$ cat config.mk
export PLATFORM = sky130hd
export DESIGN_NAME = bs_ctrl
export DESIGN_NICKNAME = d
export VERILOG_FILES = /design/src/design/bs_pkg.sv /design/src/design/bs_ctrl.sv
export SDC_FILE = /design/constraint.sdc
export NUM_CORES = 1
export LEC_CHECK = 0
export BUFFER_PORTS_ARGS = -buffer_cell sky130_fd_sc_hd__buf_2
export CORE_AREA = 5 5 50 52
export DETAILED_ROUTE_END_ITERATION = 10
export DIE_AREA = 0 0 55 57
export GPL_ROUTABILITY_DRIVEN = 0
export PLACE_DENSITY = 0.68
export SLEW_MARGIN = 10
export SYNTH_ARGS = -nofsm -noshare
export SYNTH_HDL_FRONTEND = slang
export SYNTH_SLANG_ARGS = --single-unit
$ cat constraint.sdc
create_clock -name clk -period 2.1 [get_ports clk]
set_input_delay 0.525 -clock clk [delete_from_list [all_inputs] [get_ports clk]]
set_output_delay 0.525 -clock clk [all_outputs]
set_load 0.01 [all_outputs]
$ cat src/design/bs_pkg.sv
package bs_pkg;

	localparam int KEY_W        = 32;
	localparam int SET_SIZE_DEF = 64;

	typedef enum logic [1:0] {
		ST_LOAD,
		ST_SORT,
		ST_EMIT
	} state_t;

	// commands from the controller to the datapath
	typedef struct packed {
		logic shift_in;
		logic pass_en;
		logic shift_out;
	} dp_cmd_t;

endpackage

$ cat src/design/bs_ctrl.sv
module bs_ctrl
	import bs_pkg::*;
#(
	parameter int SET_SIZE = SET_SIZE_DEF,
	parameter int STAGES   = $clog2(SET_SIZE + 1) - 1,
	parameter int IW       = $clog2(SET_SIZE),
	parameter int SW       = (STAGES > 1) ? $clog2(STAGES) : 1
) (
	input  logic          clk,
	input  logic          arst_n,
	input  logic          in_valid,
	output logic          in_stall,
	output logic          out_valid,
	input  logic          out_stall,
	output logic          last_key,
	output dp_cmd_t       cmd,
	output logic [SW-1:0] stage,
	output logic [SW-1:0] sh
);

	state_t        state_q, state_d;
	logic [IW-1:0] cnt_q;
	logic [SW-1:0] stage_q, pass_q;
	logic          in_xfer, out_xfer, cnt_end, pass_end, stage_end;

	assign in_xfer   = in_valid && !in_stall;
	assign out_xfer  = out_valid && !out_stall;
	assign cnt_end   = (cnt_q == IW'(SET_SIZE - 1));
	assign pass_end  = (pass_q == stage_q);
	assign stage_end = (stage_q == SW'(STAGES - 1));

	// next state
	always_comb begin
		state_d = state_q;
		case (state_q)
			ST_LOAD: begin
				if (in_xfer && cnt_end) state_d = ST_SORT;
			end
			ST_SORT: begin
				if (pass_end && stage_end) state_d = ST_EMIT;
			end
			ST_EMIT: begin
				if (out_xfer && cnt_end) state_d = ST_LOAD;
			end
			default: state_d = ST_LOAD;
		endcase
	end

	// outputs
	always_comb begin
		in_stall      = 1'b1;
		out_valid     = 1'b0;
		cmd.pass_en   = 1'b0;
		case (state_q)
			ST_LOAD: in_stall    = 1'b0;
			ST_SORT: cmd.pass_en = 1'b1;
			ST_EMIT: out_valid   = 1'b1;
			default: in_stall    = 1'b1;
		endcase
		cmd.shift_in  = in_valid && !in_stall;
		cmd.shift_out = out_valid && !out_stall;
		last_key      = out_valid && cnt_end;
	end

	assign stage = stage_q;
	assign sh    = stage_q - pass_q;

	always_ff @(posedge clk or negedge arst_n) begin
		if (!arst_n) begin
			state_q <= ST_LOAD;
			cnt_q   <= '0;
			stage_q <= '0;
			pass_q  <= '0;
		end else begin
			state_q <= state_d;
			if (in_xfer || out_xfer) begin
				cnt_q <= cnt_end ? '0 : cnt_q + 1'b1;
			end
			if (state_q == ST_SORT) begin
				if (pass_end) begin
					pass_q  <= '0;
					stage_q <= stage_end ? '0 : stage_q + 1'b1;
				end else begin
					pass_q <= pass_q + 1'b1;
				end
			end
		end
	end

endmodule

==> summary.txt, run 1 <==
DETAILED ROUTING
------------------------------------------------------------------------------
WL met3                                                                  72 um
Max layer used                                                            met4
Average wire length per cell after detail routing                      13.4 um
Number of nets still failing antenna checks after routing                    0
Count of unresolved DRC violations after routing                             0
Met2 wire length                                                        940 um
Sum of routed wire segments on met1                                     802 um
Detailed-route wire length                                             1840 um
DRT Pass-1 Iters                                                             4
DR iter-0 viols                                                             18
Number of vias in the routed layout                                        714
Vias per inst                                                             5.21

SYNTH
------------------------------------------------------------------------------
Cell types occupying the most area after synthesis                sky130_fd_sc_hd__dfrtp_1 40%, sky130_fd_sc_hd__ha_1 5.7%, sky130_fd_sc_hd__inv_1 4.7%, sky130_fd_sc_hd__mux2_4 3.4%, sky130_fd_sc_hd__xor2_1 3.0%
Post-synthesis instance total                                               89
Count of flip-flops with a built-in enable after synthesis                   0
Net count after synthesis                                                   98
Post-synth design cell area                                            878 um2
Mean area per synthesized cell                                        9.87 um2
Total of flip-flops plus latches after synthesis                            14
Flip-flop cell with the highest count after synthesis             sky130_fd_sc_hd__dfrtp_1
Post-synth cell types                                                       37
Cell with the most instances after synthesis                      sky130_fd_sc_hd__dfrtp_1
Synth area leader                                                 sky130_fd_sc_hd__dfrtp_1
Top post-synthesis cells by count                                 14 x sky130_fd_sc_hd__dfrtp_1, 11 x sky130_fd_sc_hd__inv_1, 6 x sky130_fd_sc_hd__nand2_1, 5 x sky130_fd_sc_hd__nor2_1, 4 x sky130_fd_sc_hd__ha_1
Synth warn                                                                   0
Async set-reset flop share out of synthesis                               100%
Proportion of synthesized chip area in sequential cells                  39.9%
Area share of the largest cell type after synthesis                      39.9%

TIMING
------------------------------------------------------------------------------
Worst slew margin relative to its limit                                  72.7%
Setup WS post-layout                                                   23.5 ps
Final critical path time including I/O delays and setup                2080 ps
Measured slew at the worst slew-check pin                               399 ps
Layout Skew                                                            1.04 ps
# setup viols final                                                          0
Final worst path period share                                            98.9%
Maximum clock rate                                                   0.482 GHz
Unrepaired setup endpoints after global routing                           true
Final number of max-transition violations                                    0
Sum Neg Setup Slack                                                       0 ps
Count of endpoints failing hold in the final timing report                   0

GRT
------------------------------------------------------------------------------
Via count of the first global-routing pass                                 708
Global-route wire length before repair                                 2990 um
GRT overflow                                                                 0
Largest net degree at the start of global routing                           15
Initial antenna violation count                                              0
Overall track demand over capacity in global routing                     13.0%

MIN PATH
------------------------------------------------------------------------------
Worst min-delay path category                                     primary input to async pin

FINAL LAYOUT
------------------------------------------------------------------------------
Final non-filler cell area                                            1040 um2
Final instance count without filler cells                                  137
Diode insertion count for antenna repair                                     0
Proportion of layout cells with a drive suffix above 1                   31.2%
FILL cells                                                                 188
Area growth from synthesis to final layout                               18.9%
Post-layout net count                                                      120

WORST SETUP PATH
------------------------------------------------------------------------------
Crit Path Max Fanout                                                         3
Kind of launch point of the worst setup path                          register
Setup crit end kind                                                output port
Required time of the critical path                                     1570 ps
Setup CP Type                                                     register to output port
Beginning of the critical path                                        stage[0]
Launch point of the worst reg-to-reg path                             stage[1]
Arrival time worst endpoint                                            1550 ps

PLACED DESIGN
------------------------------------------------------------------------------
Port bufs                                                                   15
Post-placement setup slack                                              248 ps
Post-placement cell area                                               970 um2
Number of cells in the design after placement                              129
Half-perimeter wire length after placement                             1300 um

POWER AND IR DROP
------------------------------------------------------------------------------
Leakage                                                               0.510 nW
Total power per unit cell area                                     1560 nW/um2
Worst vdd rail ir drop                                                  880 uV

FLOORPLAN
------------------------------------------------------------------------------
Placeable Area                                                        2060 um2
Die extent in x                                                          55 um
Standard-cell rows                                                          17
Die span in y                                                            57 um
Die ar.                                                               3140 um2
# IOs                                                                       16
Initial Util                                                             42.6%

CTS
------------------------------------------------------------------------------
CTS tree                                                                   yes
Longest Clk Path Bufs                                                        2
Number of buffers created by CTS                                             3
H-Tree Level Count                                                           1
Clock-pin slew on the worst setup and hold paths                         80 ps
Clock Root Buffer                                                 sky130_fd_sc_hd__clkbuf_4
Insertion delay of the later-clocked pin in the worst-skew pair         270 ps
Post-cts hold buffer count                                                   0
Clk sink count                                                              14

OUTCOME
------------------------------------------------------------------------------
Result of the run                                                    completed

JOB
------------------------------------------------------------------------------
Max-Cap Viols                                                                0

kinds of logic (layout without fill, tap and decap cells):
group	Yosys count	after routing	share of synthesized area, %
fa+ha+maj	5	5	7.98
compound gates	18	18	15.0
simple gates	28	28	17.8
mux	4	4	5.84
flops	14	14	39.9
xor+xnor	5	5	5.84
buf+inv	15	35	7.69
where the power goes:
part	switching [W]	internal [W]	total, W
Combinational	0.000486	0.000433	0.000919
Clock	0.0000781	0.0000663	0.000144
Sequential	0.000170	0.000394	0.000564
Total	0.000734	0.000893	0.00163
registers in the layout, indices dropped and copies added, names as in the netlist:
register / cells
stage: 3
pass_q: 3
cnt_q: 6
state_q: 2
critical path, stage by stage (launching register included):
cell and delay, ps:
sky130_fd_sc_hd__dfrtp_1 390, sky130_fd_sc_hd__inv_2 70, sky130_fd_sc_hd__ha_4 160, sky130_fd_sc_hd__fa_2 510, sky130_fd_sc_hd__inv_1 30, sky130_fd_sc_hd__buf_2 130
final cells by class:
cell class | count | area [um2] | area share, %
multi-input combinational | 60 | 475 | 45.5
sequential | 14 | 350 | 33.5
timing repair buffer | 21 | 120 | 11.5
inverter | 11 | 41.3 | 3.95
tap | 28 | 35.0 | 3.35
clock buffer | 3 | 22.5 | 2.16
per-stage QoR:
stage	hold slack (ps)	util [%]	total power, W
2_1_floorplan	229	-	0.00112
3_3_place_gp	436	47.0	0.00135
3_5_place_dp	438	47.0	0.00137
4_1_cts	128	49.5	0.00159
5_1_grt	137	50.6	0.00178
6_report	132	50.6	0.00163
path summary, 6_finish.rpt:
path / endpoint / slack [ps] / depth (start not counted)
max: sh[1] / 20 / 5
min: cnt_q[0] / 130 / 1
max reg2reg: stage[2] / 200 / 5
min reg2reg: state_q[0] / 520 / 1
max in group asynchronous: state_q[1] / 1740 / 1
min in group clk: state_q[0] / 520 / 1
placed cells by master, fill, tap and decap left out, drive strengths merged, types with 2 or more instances in the layout:
cell type   n
a211oi      2
a21oi       3
buf        21
clkbuf      3
dfrtp      14
ha          4
inv        11
mux2        3
nand2       6
nand2b      4
nand3       3
nor2        5
nor3        3
o211ai      2
o21ai       3
or4         2
xor2        4
what timing repair did:
item                       CTS  global route
gates resized for setup      4             0
gates cloned                 0             0
setup endpoints to repair    2             3
pin swaps                    0             0
buffers inserted             2             3
per-layer routing:
layer | vias to the layer above | GRT usage [%]
li1 | 356 | -
met1 | 340 | 15.1
met5 | - | 0
met4 | 0 | 4.51
met3 | 4 | 4.96
met2 | 14 | 21.3
(Power assumes the default switching activity.)
==> run 2: changes to the inputs <==
--- a/config.mk
+++ b/config.mk
@@ -10,6 +10,7 @@
 export DETAILED_ROUTE_END_ITERATION = 10
 export DIE_AREA = 0 0 55 57
 export GPL_ROUTABILITY_DRIVEN = 0
+export MAX_ROUTING_LAYER = met4
 export PLACE_DENSITY = 0.68
 export SLEW_MARGIN = 10
 export SYNTH_ARGS = -nofsm -noshare
==> constraint.sdc (replaced) <==
create_clock -name clk -period 2.1 [get_ports clk]
set_input_delay 0.42 -clock clk [delete_from_list [all_inputs] [get_ports clk]]
set_output_delay 0.42 -clock clk [all_outputs]
set_load 0.01 [all_outputs]
==> summary.txt, run 2 (same netlist as run 1, synthesis figures left out) <==
TIMING
------------------------------------------------------------------------------
Setup WS post-layout                                                    102 ps   +78.1 ps
Minimum hold slack                                                     10.6 ps   -122 ps
Unrepaired setup endpoints after global routing                          false
Final number of max-transition violations                                    0   unchanged
Maximum clock rate                                                   0.500 GHz   +3.9%
# setup viols final                                                          0   unchanged
Worst slew margin relative to its limit                                  71.1%   -1.6 points
Layout Skew                                                            4.15 ps   +3.10 ps
Final critical path time including I/O delays and setup                2000 ps   -78.1 ps
Sum Neg Setup Slack                                                       0 ps   unchanged
Measured slew at the worst slew-check pin                               423 ps   +23.8 ps
Count of endpoints failing hold in the final timing report                   0   unchanged
Final worst path period share                                            95.2%   -3.7 points

FLOORPLAN
------------------------------------------------------------------------------
Placeable Area                                                        2060 um2   unchanged
Die extent in x                                                          55 um   unchanged
Die span in y                                                            57 um   unchanged
Die ar.                                                               3140 um2   unchanged
Initial Util                                                             42.6%   unchanged
# IOs                                                                       16   unchanged
Standard-cell rows                                                          17   unchanged

DETAILED ROUTING
------------------------------------------------------------------------------
DR iter-0 viols                                                             18   unchanged
Number of nets still failing antenna checks after routing                    0   unchanged
DRT Pass-1 Iters                                                             4   unchanged
Vias per inst                                                             5.44   +4.3%
Number of vias in the routed layout                                        723   +1.3%
Count of unresolved DRC violations after routing                             0   unchanged
Detailed-route wire length                                             1780 um   -3.5%
Average wire length per cell after detail routing                      13.4 um   -0.58%

FINAL LAYOUT
------------------------------------------------------------------------------
Area of the multi-input gates                                          465 um2   -2.1%
Area growth from synthesis to final layout                               15.1%
Finished Core Util                                                       49.0%   -1.6 points
Proportion of layout cells with a drive suffix above 1                   28.6%   -2.6 points
Largest register FFs                                                         6   unchanged
FILL cells                                                                 204   +8.5%
Leading cell types in the layout, fill and taps excluded          15 x sky130_fd_sc_hd__buf_2, 14 x sky130_fd_sc_hd__dfrtp_1, 10 x sky130_fd_sc_hd__inv_1
Post-layout net count                                                      115   -4.2%
Final non-filler cell area                                            1010 um2   -3.2%
Register area                                                          350 um2   unchanged
Leading cell type in the layout, fill and taps excluded           sky130_fd_sc_hd__buf_2
Register with the most flip-flops                                        cnt_q
Diode insertion count for antenna repair                                     0   unchanged

POWER AND IR DROP
------------------------------------------------------------------------------
Leakage                                                               0.491 nW   -3.7%
Worst vdd rail ir drop                                                  885 uV   +0.54%
Total power per unit cell area                                     1560 nW/um2   +0.42%

WORST SETUP PATH
------------------------------------------------------------------------------
Beginning of the critical path                                        stage[0]
Setup CP Type                                                     register to output port
Cells along the critical path                                     inv_2 -> ha_2 -> fa_2 -> inv_1 -> buf_2
Maximum cell stage delay along the critical path                        510 ps   about the same
Setup crit end kind                                                output port
Required time of the critical path                                     1680 ps   +110 ps
Crit Path Max Fanout                                                         3   unchanged
Kind of launch point of the worst setup path                          register
Cell with the biggest individual delay on the critical path       sky130_fd_sc_hd__fa_2
Launch point of the worst reg-to-reg path                            pass_q[0]
Arrival time worst endpoint                                            1580 ps   +30 ps

MIN PATH
------------------------------------------------------------------------------
Worst min-delay path category                                     primary input to async pin

GRT
------------------------------------------------------------------------------
Global-route wire length before repair                                 3280 um   +9.9%
Overall track demand over capacity in global routing                     14.8%   +1.9 points
GRT overflow                                                                 0   unchanged
Initial antenna violation count                                              0   unchanged
Via count of the first global-routing pass                                 776   +9.6%
Largest net degree at the start of global routing                           15   unchanged

PLACED DESIGN
------------------------------------------------------------------------------
Post-placement setup slack                                              290 ps   +42.4 ps
Post-placement cell area                                               962 um2   -0.77%
Half-perimeter wire length after placement                             1400 um   +8.2%
Port bufs                                                                   15   unchanged

CTS
------------------------------------------------------------------------------
H-Tree Level Count                                                           1   unchanged
Longest Clk Path Bufs                                                        2   unchanged
Post-cts hold buffer count                                                   0   unchanged
CTS tree                                                                   yes
Clock-pin slew on the worst setup and hold paths                         90 ps   about the same
Insertion delay of the later-clocked pin in the worst-skew pair         280 ps   about the same
Clk sink count                                                              14   unchanged
Clock Root Buffer                                                 sky130_fd_sc_hd__clkbuf_4
Number of buffers created by CTS                                             3   unchanged

OUTCOME
------------------------------------------------------------------------------
Result of the run                                                    completed

JOB
------------------------------------------------------------------------------
Max-Cap Viols                                                                0   unchanged

## run 2: changes by cell type in the layout (fill, tap and decap cells not counted)
cell,change
sky130_fd_sc_hd__ha_2,+1
sky130_fd_sc_hd__ha_4,-1
sky130_fd_sc_hd__buf_4,-5
sky130_fd_sc_hd__clkbuf_8,+1
## run 2: worst paths after layout
path / cells after the start / to / slack (ps)
hold / removal: 1 / cnt_q[1] / 10
setup reg to reg: 4 / stage[1] / 300
setup / recovery: 5 / sh[1] / 100
min in group clk: 3 / state_q[1] / 460
hold reg to reg: 1 / cnt_q[0] / 540
max in group asynchronous: 1 / state_q[1] / 1850
## run 2: layer usage
metal  global-route usage (%)  vias to the layer above  share of wire [%]
met3                     4.96                        9                4.0
met4                     6.60                        0                3.2
met5                        -                        -                  0
li1                         -                      346                  -
met1                     18.0                      349                 43
met2                     22.0                       19                 49
## run 2: layout make-up
cell class,count,share of cell area [%]
Multi-Input combinational cell,60,46.0
Sequential cell,14,34.7
Timing Repair Buffer,16,8.17
Inverter,11,4.08
Clock buffer,4,3.59
Tap cell,28,3.47
## run 2: repair_timing
item                       CTS  global route
setup endpoints to repair    1             2
gates resized for setup      0             3
setup buffers                1             0
## run 2: where the power goes
part           total, W  internal (W)  switching [W]
clock network  0.000198      0.000106      0.0000923
logic          0.000811      0.000369       0.000442
registers      0.000572      0.000394       0.000179
total           0.00158      0.000868       0.000713
## run 2: metrics by stage
stage / instances / power, W
final: 133 / 0.00158
after CTS: 133 / 0.00159
after detailed placement: 128 / 0.00137
after floorplan: 89 / 0.00112
after global placement: 128 / 0.00134
after global routing: 133 / 0.00174
## run 2: critical path, delay by kind of cell (launching register included)
| kind | cells | cell delay [ps] |
|---|---|---|
| fa+ha+maj | 2 | 690 |
| flops | 1 | 380 |
| buf+inv | 3 | 220 |
==> run 3: changes to the inputs <==
==> constraint.sdc (replaced) <==
create_clock -name clk -period 2.1 [get_ports clk]
set_input_delay 0.315 -clock clk [delete_from_list [all_inputs] [get_ports clk]]
set_output_delay 0.315 -clock clk [all_outputs]
set_load 0.01 [all_outputs]
==> summary.txt, run 3 (same netlist as run 1, synthesis figures left out) <==
DETAILED ROUTING
------------------------------------------------------------------------------
Number of vias in the routed layout                                        699   -3.3%
Count of unresolved DRC violations after routing                             0   unchanged
DRT Pass-1 Iters                                                             4   unchanged
DR iter-0 viols                                                             17   -1
Detailed-route wire length                                             1770 um   -0.34%
Average wire length per cell after detail routing                      13.4 um   +0.42%
Vias per inst                                                             5.30   -2.6%
Number of nets still failing antenna checks after routing                    0   unchanged

WORST SETUP PATH
------------------------------------------------------------------------------
Kind of launch point of the worst setup path                          register
Setup CP Type                                                     register to output port
Setup crit end kind                                                output port
Crit Path Max Fanout                                                         3   unchanged
Worst R2R Setup Slack                                                   270 ps   -30 ps
Arrival time worst endpoint                                            1660 ps   +80 ps
Worst r2r path cells                                                         5   +1
Required time of the critical path                                     1780 ps   +100 ps
Endpoint of the lowest-slack register-to-register path                stage[1]
Launch point of the worst reg-to-reg path                             stage[0]

GRT
------------------------------------------------------------------------------
Initial antenna violation count                                              0   unchanged
Via count of the first global-routing pass                                 701   -9.7%
GRT overflow                                                                 0   unchanged
Largest net degree at the start of global routing                           15   unchanged
Global-route wire length before repair                                 3020 um   -8.0%
Overall track demand over capacity in global routing                     13.2%   -1.6 points

FLOORPLAN
------------------------------------------------------------------------------
Die ar.                                                               3140 um2   unchanged
Placeable Area                                                        2060 um2   unchanged
# IOs                                                                       16   unchanged
Initial Util                                                             42.6%   unchanged
Die extent in x                                                          55 um   unchanged
Standard-cell rows                                                          17   unchanged
Die span in y                                                            57 um   unchanged

TIMING
------------------------------------------------------------------------------
# setup viols final                                                          0   unchanged
Maximum clock rate                                                   0.507 GHz   +1.4%
Count of endpoints failing hold in the final timing report                   0   unchanged
Layout Skew                                                            3.97 ps   -0.178 ps
Worst slew margin relative to its limit                                  73.0%   +2.0 points
Final worst path period share                                            93.9%   -1.3 points
Sum Neg Setup Slack                                                       0 ps   unchanged
Final number of max-transition violations                                    0   unchanged
Final critical path time including I/O delays and setup                1970 ps   -26.6 ps
Measured slew at the worst slew-check pin                               394 ps   -28.6 ps
Unrepaired setup endpoints after global routing                          false

POWER AND IR DROP
------------------------------------------------------------------------------
Worst vdd rail ir drop                                                  916 uV   +3.5%
Leakage                                                               0.487 nW   -0.83%
Total power per unit cell area                                     1510 nW/um2   -3.5%

MIN PATH
------------------------------------------------------------------------------
Endpoint of the worst hold-timing path                              state_q[1]
Critical hold path startpoint                                        out_stall
Worst min-delay path category                                     primary input to register
WHS Path Cells                                                               3

FINAL LAYOUT
------------------------------------------------------------------------------
Register area                                                          350 um2   unchanged
Area of the multi-input gates                                          460 um2   -1.1%
FILL cells                                                                 216   +5.9%
Proportion of layout cells with a drive suffix above 1                   24.0%   -4.5 points
Register with the most flip-flops                                        cnt_q
Leading cell type in the layout, fill and taps excluded           sky130_fd_sc_hd__buf_2
Area growth from synthesis to final layout                               13.2%
Largest register FFs                                                         6   unchanged
Post-layout net count                                                      115   unchanged
Diode insertion count for antenna repair                                     0   unchanged
Leading cell types in the layout, fill and taps excluded          15 x sky130_fd_sc_hd__buf_2, 14 x sky130_fd_sc_hd__dfrtp_1, 11 x sky130_fd_sc_hd__inv_1
Final non-filler cell area                                             995 um2   -1.6%

PLACED DESIGN
------------------------------------------------------------------------------
Half-perimeter wire length after placement                             1370 um   -2.4%
Post-placement cell area                                               962 um2   unchanged
Port bufs                                                                   15   unchanged

CTS
------------------------------------------------------------------------------
Post-cts hold buffer count                                                   1   +1
Insertion delay of the later-clocked pin in the worst-skew pair         270 ps   about the same
Number of buffers created by CTS                                             3   unchanged
Post-CTS Setup Inserts                                                       0   -1
Clock Root Buffer                                                 sky130_fd_sc_hd__clkbuf_4
H-Tree Level Count                                                           1   unchanged
CTS tree                                                                   yes
Longest Clk Path Bufs                                                        2   unchanged
Clk sink count                                                              14   unchanged
Clock-pin slew on the worst setup and hold paths                         80 ps   about the same
Post-CTS resize count                                                        0   unchanged

JOB
------------------------------------------------------------------------------
Max-Cap Viols                                                                0   unchanged

OUTCOME
------------------------------------------------------------------------------
Result of the run                                                    completed

run 3: through the flow:
| step | hold slack [ps] | util [%] | power [W] | setup WS (ps) | instances |
|---|---|---|---|---|---|
| 3_5_place_dp | 232 | 46.6 | 0.00136 | 326 | 128 |
| 3_3_place_gp | 227 | 46.6 | 0.00134 | 310 | 128 |
| 4_1_cts | 355 | 48.2 | 0.00152 | 130 | 132 |
| 2_1_floorplan | 19.4 | - | 0.00112 | 352 | 89 |
| 5_1_grt | 363 | 48.2 | 0.00165 | 70.8 | 132 |
| 6_report | 368 | 48.2 | 0.00150 | 128 | 132 |
run 3: cell type report:
cell class	count	area share (%)
multi-input combinational	60	46.3
clock buffer	3	2.26
timing repair buffer	16	8.55
tap	28	3.52
inverter	11	4.15
sequential	14	35.2
run 3: worst max-delay path by stage:
stage	depth (start not counted)	to	startpoint	slack, ps
global placement	5	stage[1]	stage[0]	310
floorplan	5	stage[1]	stage[0]	350
global route	5	sh[2]	stage[0]	70
CTS	5	sh[2]	stage[0]	130
detailed placement	5	stage[2]	stage[0]	330
finish	5	sh[2]	stage[0]	130
run 3: layer usage:
layer  track usage, %  vias to the layer above  wire length, um
li1                 -                      343                -
met1             16.7                      348              812
met2             21.1                        8              906
met3             2.87                        0               51
met4             3.47                        0                0
met5                -                        -                0
run 3: power breakdown:
group	leakage [nW]	total (W)	switching, W	internal [W]
clock network	0.0138	0.000147	0.0000809	0.0000663
logic	0.307	0.000774	0.000425	0.000349
registers	0.166	0.000579	0.000186	0.000394
total	0.487	0.00150	0.000691	0.000809
run 3: worst max-delay path, cell delays in order, from the launching register on:
cell	delay (ps)
sky130_fd_sc_hd__dfrtp_1	390
sky130_fd_sc_hd__inv_1	100
sky130_fd_sc_hd__ha_1	210
sky130_fd_sc_hd__fa_1	370
sky130_fd_sc_hd__xor2_1	160
sky130_fd_sc_hd__buf_2	150
